[config.mk]
export PLATFORM = sky130hd
export DESIGN_NAME = dort_front_flat
export DESIGN_NICKNAME = d
export VERILOG_FILES = /design/src/hdl/dort_pkg.sv /design/src/hdl/dort_if.sv /design/src/hdl/dort_front.sv /design/src/flat_wrapper.sv
export SDC_FILE = /design/constraint.sdc
export NUM_CORES = 1
export LEC_CHECK = 0
export BUFFER_PORTS_ARGS = -buffer_cell sky130_fd_sc_hd__buf_4
export CAP_MARGIN = 10
export CORE_UTILIZATION = 52
export DETAILED_ROUTE_END_ITERATION = 16
export GPL_TIMING_DRIVEN = 0
export PLACE_DENSITY = 0.81
export REMOVE_ABC_BUFFERS = 1
export SLEW_MARGIN = 20
export SYNTH_ARGS = -nofsm -noshare
export SYNTH_HDL_FRONTEND = slang
export SYNTH_SLANG_ARGS = --single-unit
[constraint.sdc]
create_clock -name clk -period 5.09 [get_ports clk]
set_clock_uncertainty 0.05 [all_clocks]
set_input_delay 0.2545 -clock clk [delete_from_list [all_inputs] [get_ports clk]]
set_output_delay 0.2545 -clock clk [all_outputs]
set_load 0.05 [all_outputs]
[src/hdl/dort_pkg.sv]
// Shared types and constants of the door open request tracker.
// No dependencies; dort_if.sv, dort_front, dort_back and the top level import it.
package dort_pkg;

  localparam int CMD_W   = 2;
  localparam int DOOR_W  = 4;
  localparam int REQ_W   = 4;
  localparam int STAMP_W = 63;
  localparam int MODE_W  = 2;

  localparam int DOOR_SPAN = 1 << DOOR_W;
  localparam int REQ_SPAN  = 1 << REQ_W;

  // Input command codes.
  localparam logic [CMD_W-1:0] CMD_OPEN   = 2'd0;
  localparam logic [CMD_W-1:0] CMD_CLOSE  = 2'd1;
  localparam logic [CMD_W-1:0] CMD_REPORT = 2'd2;

  // Reported door modes.
  localparam logic [MODE_W-1:0] DMODE_OPEN   = 2'd0;
  localparam logic [MODE_W-1:0] DMODE_CLOSED = 2'd1;
  localparam logic [MODE_W-1:0] DMODE_MOVING = 2'd2;

  // Commanded door modes.
  localparam logic TMODE_OPEN   = 1'b0;
  localparam logic TMODE_CLOSED = 1'b1;

  localparam int QUEUE_DEPTH = 2;

  typedef enum logic [1:0] {
    OP_OPEN,
    OP_CLOSE,
    OP_REPORT
  } dort_op_t;

  typedef struct packed {
    dort_op_t             op;
    logic [DOOR_W-1:0]    door;
    logic [REQ_W-1:0]     requester;
    logic [STAMP_W-1:0]   stamp;
    logic [MODE_W-1:0]    door_mode;
  } dort_item_t;

  typedef enum logic {
    ST_IDLE,
    ST_APPLY
  } dort_state_t;

endpackage

[src/hdl/dort_if.sv]
// Valid/ready channel interfaces of the door open request tracker.
// Depends on dort_pkg for the field widths.
interface dort_req_if;
  import dort_pkg::*;
  logic                 valid;
  logic                 ready;
  logic [CMD_W-1:0]     command;
  logic [DOOR_W-1:0]    door;
  logic [REQ_W-1:0]     requester;
  logic [STAMP_W-1:0]   stamp;
  logic [MODE_W-1:0]    door_mode;

  modport source (output valid, command, door, requester, stamp, door_mode, input ready);
  modport sink (input valid, command, door, requester, stamp, door_mode, output ready);
endinterface


[src/hdl/dort_front.sv]
// Front end: accepts requests, classifies them and queues the useful ones.
// Depends on dort_pkg and dort_req_if.
module dort_front #(
  parameter int DOOR_COUNT      = 16,
  parameter int REQUESTER_COUNT = 16
) (
  input  logic                clk,
  input  logic                rst,
  dort_req_if.sink            req,
  output logic                q_valid,
  output dort_pkg::dort_item_t q_item,
  input  logic                q_take
);
  import dort_pkg::*;

  dort_item_t entries [QUEUE_DEPTH];
  logic       wr_ptr;
  logic       rd_ptr;
  logic [1:0] count;

  dort_item_t item_in;
  logic       door_ok;
  logic       req_ok;
  logic       keep;
  logic       push;

  // Items that can have no effect are taken and dropped here.
  always_comb begin
    door_ok = int'(req.door) < DOOR_COUNT;
    req_ok  = int'(req.requester) < REQUESTER_COUNT;
    item_in.door      = req.door;
    item_in.requester = req.requester;
    item_in.stamp     = req.stamp;
    item_in.door_mode = req.door_mode;
    case (req.command)
      CMD_OPEN: begin
        item_in.op = OP_OPEN;
        keep       = door_ok && req_ok;
      end
      CMD_CLOSE: begin
        item_in.op = OP_CLOSE;
        keep       = door_ok && req_ok;
      end
      CMD_REPORT: begin
        item_in.op = OP_REPORT;
        keep       = door_ok;
      end
      default: begin
        item_in.op = OP_REPORT;
        keep       = 1'b0;
      end
    endcase
  end

  assign req.ready = (count != 2'(QUEUE_DEPTH));
  assign push      = req.valid && req.ready && keep;
  assign q_valid   = (count != 2'd0);
  assign q_item    = entries[rd_ptr];

  always_ff @(posedge clk) begin
    if (rst) begin
      wr_ptr <= 1'b0;
      rd_ptr <= 1'b0;
      count  <= 2'd0;
    end else begin
      if (push) begin
        wr_ptr <= ~wr_ptr;
      end
      if (q_take) begin
        rd_ptr <= ~rd_ptr;
      end
      count <= count + 2'(push) - 2'(q_take);
    end
  end

  always_ff @(posedge clk) begin
    if (push) begin
      entries[wr_ptr] <= item_in;
    end
  end

endmodule

[src/flat_wrapper.sv]
// flat-port wrapper written by rule: the top's interface ports become plain ports
module dort_front_flat import dort_pkg::*;
#(
  parameter int DOOR_COUNT      = 16,
  parameter int REQUESTER_COUNT = 16
)
  (clk, rst, q_valid, q_item, q_take, req_valid, req_command, req_door, req_requester, req_stamp, req_door_mode, req_ready);
  dort_req_if req_i ();
  input  logic clk;
  input  logic rst;
  output logic q_valid;
  output dort_pkg::dort_item_t q_item;
  input  logic q_take;
  input wire logic [$bits(req_i.valid)-1:0] req_valid;
  input wire logic [$bits(req_i.command)-1:0] req_command;
  input wire logic [$bits(req_i.door)-1:0] req_door;
  input wire logic [$bits(req_i.requester)-1:0] req_requester;
  input wire logic [$bits(req_i.stamp)-1:0] req_stamp;
  input wire logic [$bits(req_i.door_mode)-1:0] req_door_mode;
  output wire logic [$bits(req_i.ready)-1:0] req_ready;
  assign req_i.valid = req_valid;
  assign req_i.command = req_command;
  assign req_i.door = req_door;
  assign req_i.requester = req_requester;
  assign req_i.stamp = req_stamp;
  assign req_i.door_mode = req_door_mode;
  assign req_ready = req_i.ready;
  dort_front #(.DOOR_COUNT(DOOR_COUNT), .REQUESTER_COUNT(REQUESTER_COUNT)) u_core (.clk(clk), .rst(rst), .req(req_i), .q_valid(q_valid), .q_item(q_item), .q_take(q_take));
endmodule
==> results.json, run 1 <==
{
  "p_leak_nw": 3.41,
  "clockRootBuffer": "clkbuf_16",
  "drc": 0,
  "synth_adder_area_share": 0.00213,
  "async_reset_ff_frac": 0,
  "tritoncts": "built",
  "cts-resized-gates": 0,
  "slowest_delay_ns": 0.73,
  "area_growth_syn_to_layout_pct": 48.2,
  "pin_count": 156,
  "fin_nets": 589,
  "syn-mean-instance-area_um2": 22.4,
  "vias": 3289,
  "worst_pin_slew_ns": 0.601,
  "final_util": 0.797,
  "gp_congestion": 0.699,
  "critPathCaptureType": "primary output",
  "rows": 38,
  "syn_area_mm2": 0.00588,
  "synth_top_family_by_area": "multiplexers",
  "fin_area_mm2": 0.00871,
  "worst_hold_slack_ns": 0.131,
  "ys_ff_latch": 155,
  "diodes": 0,
  "final_common_cell": "buf_4",
  "finalNonFillerCells": 662,
  "crit_type": "flop to primary output",
  "die_x_um": 108,
  "yosys.area_share.simple": 0.0117,
  "path_max_fanout": 41,
  "layout_common_cells": "buf_4, edfxtp_1, dlygate4sd3_1",
  "placed_area_mm2": 0.00727,
  "rsz0062_at_grt": "no",
  "fin_crit_ns": 2.40,
  "powerDensity_mw_per_mm2": 431,
  "routed_via_density": 4.97,
  "grt_max_degree": 42,
  "cp_slowest_cell": "dfxtp_4",
  "ys_types": 27,
  "core_mm2": 0.0109,
  "drt_first_pass_iters": 4,
  "clock_sinks": 155,
  "cp.buffers_inverters": 2,
  "grt_overflow": 0,
  "timing.fmax_mhz": 417,
  "synth_compound_area_frac": 0.00873,
  "status": "completed",
  "hold_violations": 0,
  "cp.required_ns": 4.79,
  "ys_seq_area_frac": 0.783,
  "wl_per_cell_um": 19.0,
  "numCtsBuffers": 17,
  "synth_mux_area_frac": 0.176,
  "die_area_mm2": 0.0117,
  "tns_ns": 0,
  "grt_pass1_wl_mm": 18.6,
  "track_usage": 0.224,
  "die_h_um": 108,
  "relSlewSlack": 0.599,
  "ir_worst_vdd_mv": 0.289,
  "worst_ep_arrival_time_ns": 2.10,
  "synth-warning-count": 0,
  "synth-xor-area-share": 0.00298,
  "drt.antenna.violating_nets": 0,
  "clk_latency_ns": 0.41,
  "setup_viol": 0,
  "h-tree-depth": 4,
  "first_iter_violations": 109,
  "drv_cap": 0,
  "portBuffers": 155,
  "wirelength_mm": 12.6,
  "path_clk_slew_ns": 0.06,
  "synthCells": 262,
  "synth_edf_count": 150,
  "cts_max_path_buffers": 2,
  "min_path_type": "input pin to flop",
  "post_cts_buffers": 0,
  "post-place-cells": 555,
  "dp_hpwl_mm": 6.73,
  "start_util": 0.538,
  "fin_crit_sh": 0.472,
  "layout-drive-gt1-share": 0.527,
  "grt_pass1_vias": 3625,
  "report.final.slew_viol_count": 0,
  "setup.worst_path.start_class": "flop",
  "critPathTopFamily": "flip-flops",
  "antenna_found_initial": 0,
  "path_cells": "buf_16 > mux2_2 > buf_4",
  "synth_ff_type": "edfxtp_1"
}
-- where the power goes --
part / internal (mW) / switching, mW / total, mW
logic: 0.302 / 0.447 / 0.750
clock network: 0.971 / 0.494 / 1.47
registers: 1.50 / 0.0397 / 1.54
total: 2.78 / 0.981 / 3.76
-- layer usage --
metal,track usage,share of wire,vias to the layer above
met5,0,0,-
met4,0.0734,0.016,0
met3,0.0663,0.056,18
met2,0.415,0.55,118
met1,0.243,0.38,1617
li1,-,-,1536
-- sequential cells by signal (all words and copies together) (netlist names), named ones only --
| register | flops |
|---|---|
| u_core.count | 2 |
| u_core.rd_ptr | 1 |
| u_core.wr_ptr | 1 |
| u_core.entries | 150 |
-- cell families (layout without fill, tap and decap cells) --
| family | after synthesis | after routing |
|---|---|---|
| flip-flops | 155 | 155 |
| XOR/XNOR | 2 | 2 |
| buffers and inverters | 12 | 272 |
| AND/OR/NAND/NOR | 10 | 10 |
| AO/OA/AOI/OAI | 7 | 7 |
| adder cells (fa/ha/maj) | 1 | 1 |
| multiplexers | 75 | 75 |
-- cell usage after synthesis (2+ instances only) --
master | n | area share
buf_2 | 2 | 0.0017
mux2_4 | 50 | 0.13
buf_6 | 6 | 0.011
edfxtp_1 | 150 | 0.77
nor2_1 | 2 | 0.0013
dfxtp_1 | 5 | 0.017
inv_1 | 3 | 0.0019
mux2_2 | 25 | 0.048
-- area by class of cell --
type                       count  area [um^2]
inverter                       3         11.3
timing repair buffer         237         2030
fill                         540         2220
clock buffer                  17          425
tap                          140          175
clock inverter                15          272
sequential                   155         4610
multi-input combinational     95         1190
-- worst reg2reg max path, stage by stage (launching register included) --
cell,delay (ns)
dfxtp_1,0.34
nor2b_4,0.15
nor3_4,0.51
buf_8,0.26
buf_6,0.23
buf_8,0.19
-- final timing paths --
path                      endpoint  slack, ns            start  depth (start not counted)
min                  u_core.rd_ptr       0.13           q_take                          3
min reg2reg                   flop       0.55    u_core.rd_ptr                          2
max reg2reg  u_core.entries[0][49]       3.06  u_core.count[1]                          5
max                      q_item[3]       2.69             flop                          3
-- through the flow --
| stage | setup WS, ns | total power, mW |
|---|---|---|
| finish | 2.69 | 3.76 |
| global route | 2.61 | 3.87 |
| CTS | 2.67 | 3.77 |
| detailed placement | 2.95 | 2.26 |
| global placement | -0.490 | 2.25 |
| floorplan | 1.14 | 2.05 |
-- what timing repair did --
item	4_1_cts	5_1_grt
hold buffers	75	0
endpoints found under the hold margin	151	0
endpoints found under the setup margin	0	0
(Power assumes the default switching activity.)
==> run 2: changes to the inputs <==
--- a/config.mk
+++ b/config.mk
@@ -5,6 +5,7 @@
 export SDC_FILE = /design/constraint.sdc
 export NUM_CORES = 1
 export LEC_CHECK = 0
+export ABC_AREA = 1
 export BUFFER_PORTS_ARGS = -buffer_cell sky130_fd_sc_hd__buf_4
 export CAP_MARGIN = 10
 export CORE_UTILIZATION = 52
==> constraint.sdc (replaced) <==
create_clock -name clk -period 2.5 [get_ports clk]
set_clock_uncertainty 0.05 [all_clocks]
set_input_delay 0.125 -clock clk [delete_from_list [all_inputs] [get_ports clk]]
set_output_delay 0.125 -clock clk [all_outputs]
set_load 0.05 [all_outputs]
==> run 2 against run 1 <==
Compared with the run above:
- register-to-register slack got worse by 2.7 ns
- combinational power increased by 95%
- non-clock buffer count increased by 4
- final area decreased by 0.24%
- final cell count increased by 2.0%
- count of clock-buffer cells in the layout increased by 3
- area after synthesis decreased by 0.17%
- sequential share of layout area increased by 0.13 points
- flip-flop and latch count unchanged
- highest routed layer unchanged
- via count increased by 0.64%
- routed wire length decreased by 6.1%
==> results.json, run 2 <==
{
  "status": "completed",
  "grt_pass1_wl_mm": 17.8,
  "h-tree-depth": 4,
  "synth-warning-count": 0,
  "start_util": 0.537,
  "antenna_found_initial": 0,
  "worst_hold_slack_ns": 0.0751,
  "die_x_um": 108,
  "report.final.slew_viol_count": 0,
  "drt.antenna.violating_nets": 0,
  "ys_ff_latch": 155,
  "reg2reg_depth": 7,
  "diodes": 0,
  "syn-mean-instance-area_um2": 21.4,
  "clock_sinks": 155,
  "combPwrFrac": 0.208,
  "synth_ff_type": "edfxtp_1",
  "grt_pass1_vias": 3589,
  "powerDensity_mw_per_mm2": 807,
  "grt_overflow": 0,
  "drc": 0,
  "synthCells": 274,
  "setup_viol": 0,
  "clk_latency_ns": 0.40,
  "rows": 38,
  "synth.largest_area_cell": "edfxtp_1",
  "p_leak_nw": 3.44,
  "synth_edf_count": 150,
  "setup.worst_path.start_class": "input pin",
  "ys_types": 16,
  "clockRootBuffer": "clkbuf_16",
  "ir_worst_vdd_mv": 0.483,
  "gp_congestion": 0.776,
  "worst-path-stages": 9,
  "path_clk_slew_ns": 0.06,
  "first_iter_violations": 143,
  "ys_seq_area_frac": 0.784,
  "final_common_cell": "buf_4",
  "largest_reg_flops": 150,
  "core_mm2": 0.0109,
  "synth_commonest_cells": "edfxtp_1, mux2_4, mux2_2",
  "tritoncts": "built",
  "cts-resized-gates": 0,
  "synth_most_common_cell": "edfxtp_1",
  "drv_cap": 0,
  "post-place-cells": 568,
  "intPower_mw": 5.19,
  "wl_per_cell_um": 17.5,
  "power_frac_clock": 0.349,
  "sw_frac_of_total": 0.260,
  "path_max_fanout": 21,
  "critPathCaptureType": "flop",
  "power_mw": 7.01,
  "tns_ns": 0,
  "regMostFlops": "u_core.entries",
  "layout_common_cells": "buf_4, edfxtp_1, dlygate4sd3_1",
  "relSlewSlack": 0.586,
  "dp_hpwl_mm": 6.90,
  "rsz0062_at_grt": "no",
  "drt_first_pass_iters": 4,
  "numCtsBuffers": 17,
  "die_h_um": 108,
  "hold_violations": 0,
  "wirelength_mm": 11.8,
  "fin_crit_sh": 0.883,
  "pin_count": 156,
  "portBuffers": 155,
  "fin_nets": 605,
  "finalNonFillerCells": 675,
  "synth_top_area_frac": 0.767,
  "cp.buffers_inverters": 5,
  "cp.required_ns": 2.56,
  "layout-drive-gt1-share": 0.497,
  "top_regs": "u_core.entries (150), u_core.count (2)",
  "async_reset_ff_frac": 0,
  "track_usage": 0.211,
  "pwr-share-seq": 0.443,
  "timing.fmax_mhz": 453,
  "path_cells": "dlygate4sd3_1 > buf_4 > nand2_1 > nand2_1 > nor2_1 > inv_1 > nor2_4 > buf_16 > buf_16",
  "die_area_mm2": 0.0117,
  "cts_max_path_buffers": 2,
  "grt_max_degree": 32,
  "post_cts_buffers": 0,
  "fin_crit_ns": 2.21,
  "slowest_delay_ns": 0.54,
  "vias": 3310,
  "crit_type": "input pin to flop",
  "synthTopCellsByArea": "edfxtp_1, mux2_4, mux2_2",
  "area_growth_syn_to_layout_pct": 48.1,
  "cp_slowest_cell": "dlygate4sd3_1",
  "worst_ep_arrival_time_ns": 2.26,
  "final_util": 0.795,
  "routed_via_density": 4.90,
  "min_path_type": "input pin to flop",
  "critPathTopFamily": "buffers and inverters",
  "syn_area_mm2": 0.00587,
  "worst_pin_slew_ns": 0.619,
  "switchingPower_mw": 1.83,
  "worstHoldPathCells": 4
}
[run 2: changes by cell type in the layout (fill, tap and decap cells not counted), sizes merged, moves of 3 or more]
cell | previous run | this run
nand2 | 0 | 10
nor2 | 2 | 9
bufinv | 7 | 3
clkbuf | 17 | 20
clkinv | 8 | 5
inv | 3 | 10
dlygate4sd3 | 75 | 78
[run 2: tightest hold or removal path, cell delays in order]
cell,delay [ns]
buf_4,0.09
nand4_1,0.13
nand2_1,0.09
a21oi_1,0.04
[run 2: stage by stage]
step                worst slack, ns  instance area [um^2]
floorplan                     -1.86                  5790
global placement              -3.53                  7130
detailed placement            0.437                  7350
CTS                           0.369                  8690
global route                  0.166                  8690
finish                        0.293                  8690
[run 2: power by group through the flow]
stage / Clock [mW] / Sequential [mW] / Combinational [mW]
final: 2.45 / 3.11 / 1.46
after CTS: 2.49 / 3.11 / 1.45
after global placement: 0 / 3.22 / 1.26
after detailed placement: 0 / 3.16 / 1.35
after floorplan: 0 / 3.19 / 0.884
after global routing: 2.60 / 3.12 / 1.52
[run 2: area by class of cell]
| cell class | count | area (um^2) |
|---|---|---|
| clock buffer | 20 | 437 |
| inverter | 10 | 37.5 |
| timing repair buffer | 241 | 2150 |
| tap | 140 | 175 |
| sequential | 155 | 4610 |
| clock inverter | 9 | 125 |
| multi-input combinational | 100 | 1160 |
| fill | 562 | 2240 |
[run 2: path summary, 6_finish.rpt]
| path | from | endpoint | slack, ns |
|---|---|---|---|
| hold reg to reg | u_core.rd_ptr | u_core.rd_ptr | 0.50 |
| hold / removal | req_valid | u_core.count[0] | 0.08 |
| setup / recovery | req_command[1] | u_core.entries[1][30] | 0.29 |
| setup reg to reg | u_core.count[1] | u_core.entries[1][30] | 0.39 |
[run 2: cells by family after synthesis]
kind of cell | Yosys count | share of synthesized area
and+or+nand+nor | 21 | 0.0141
buffers and inverters | 19 | 0.0203
muxes | 75 | 0.176
adders and majority gates | 1 | 0.00213
AOI/OAI and AO/OA | 2 | 0.00170
xor gates and xnor gates | 1 | 0.00149
DFF | 155 | 0.784
[run 2: routing by layer]
| metal | up-vias | part of all wire | global-route usage |
|---|---|---|---|
| li1 | 1557 | - | - |
| met1 | 1628 | 0.40 | 0.246 |
| met2 | 113 | 0.55 | 0.371 |
| met3 | 12 | 0.045 | 0.0482 |
| met4 | 0 | 0.011 | 0.0988 |
| met5 | - | 0 | 0 |
[run 2: what timing repair did]
item / CTS / global route
setup endpoints to repair: 0 / 0
hold buffers: 78 / 0
endpoints found under the hold margin: 155 / 0
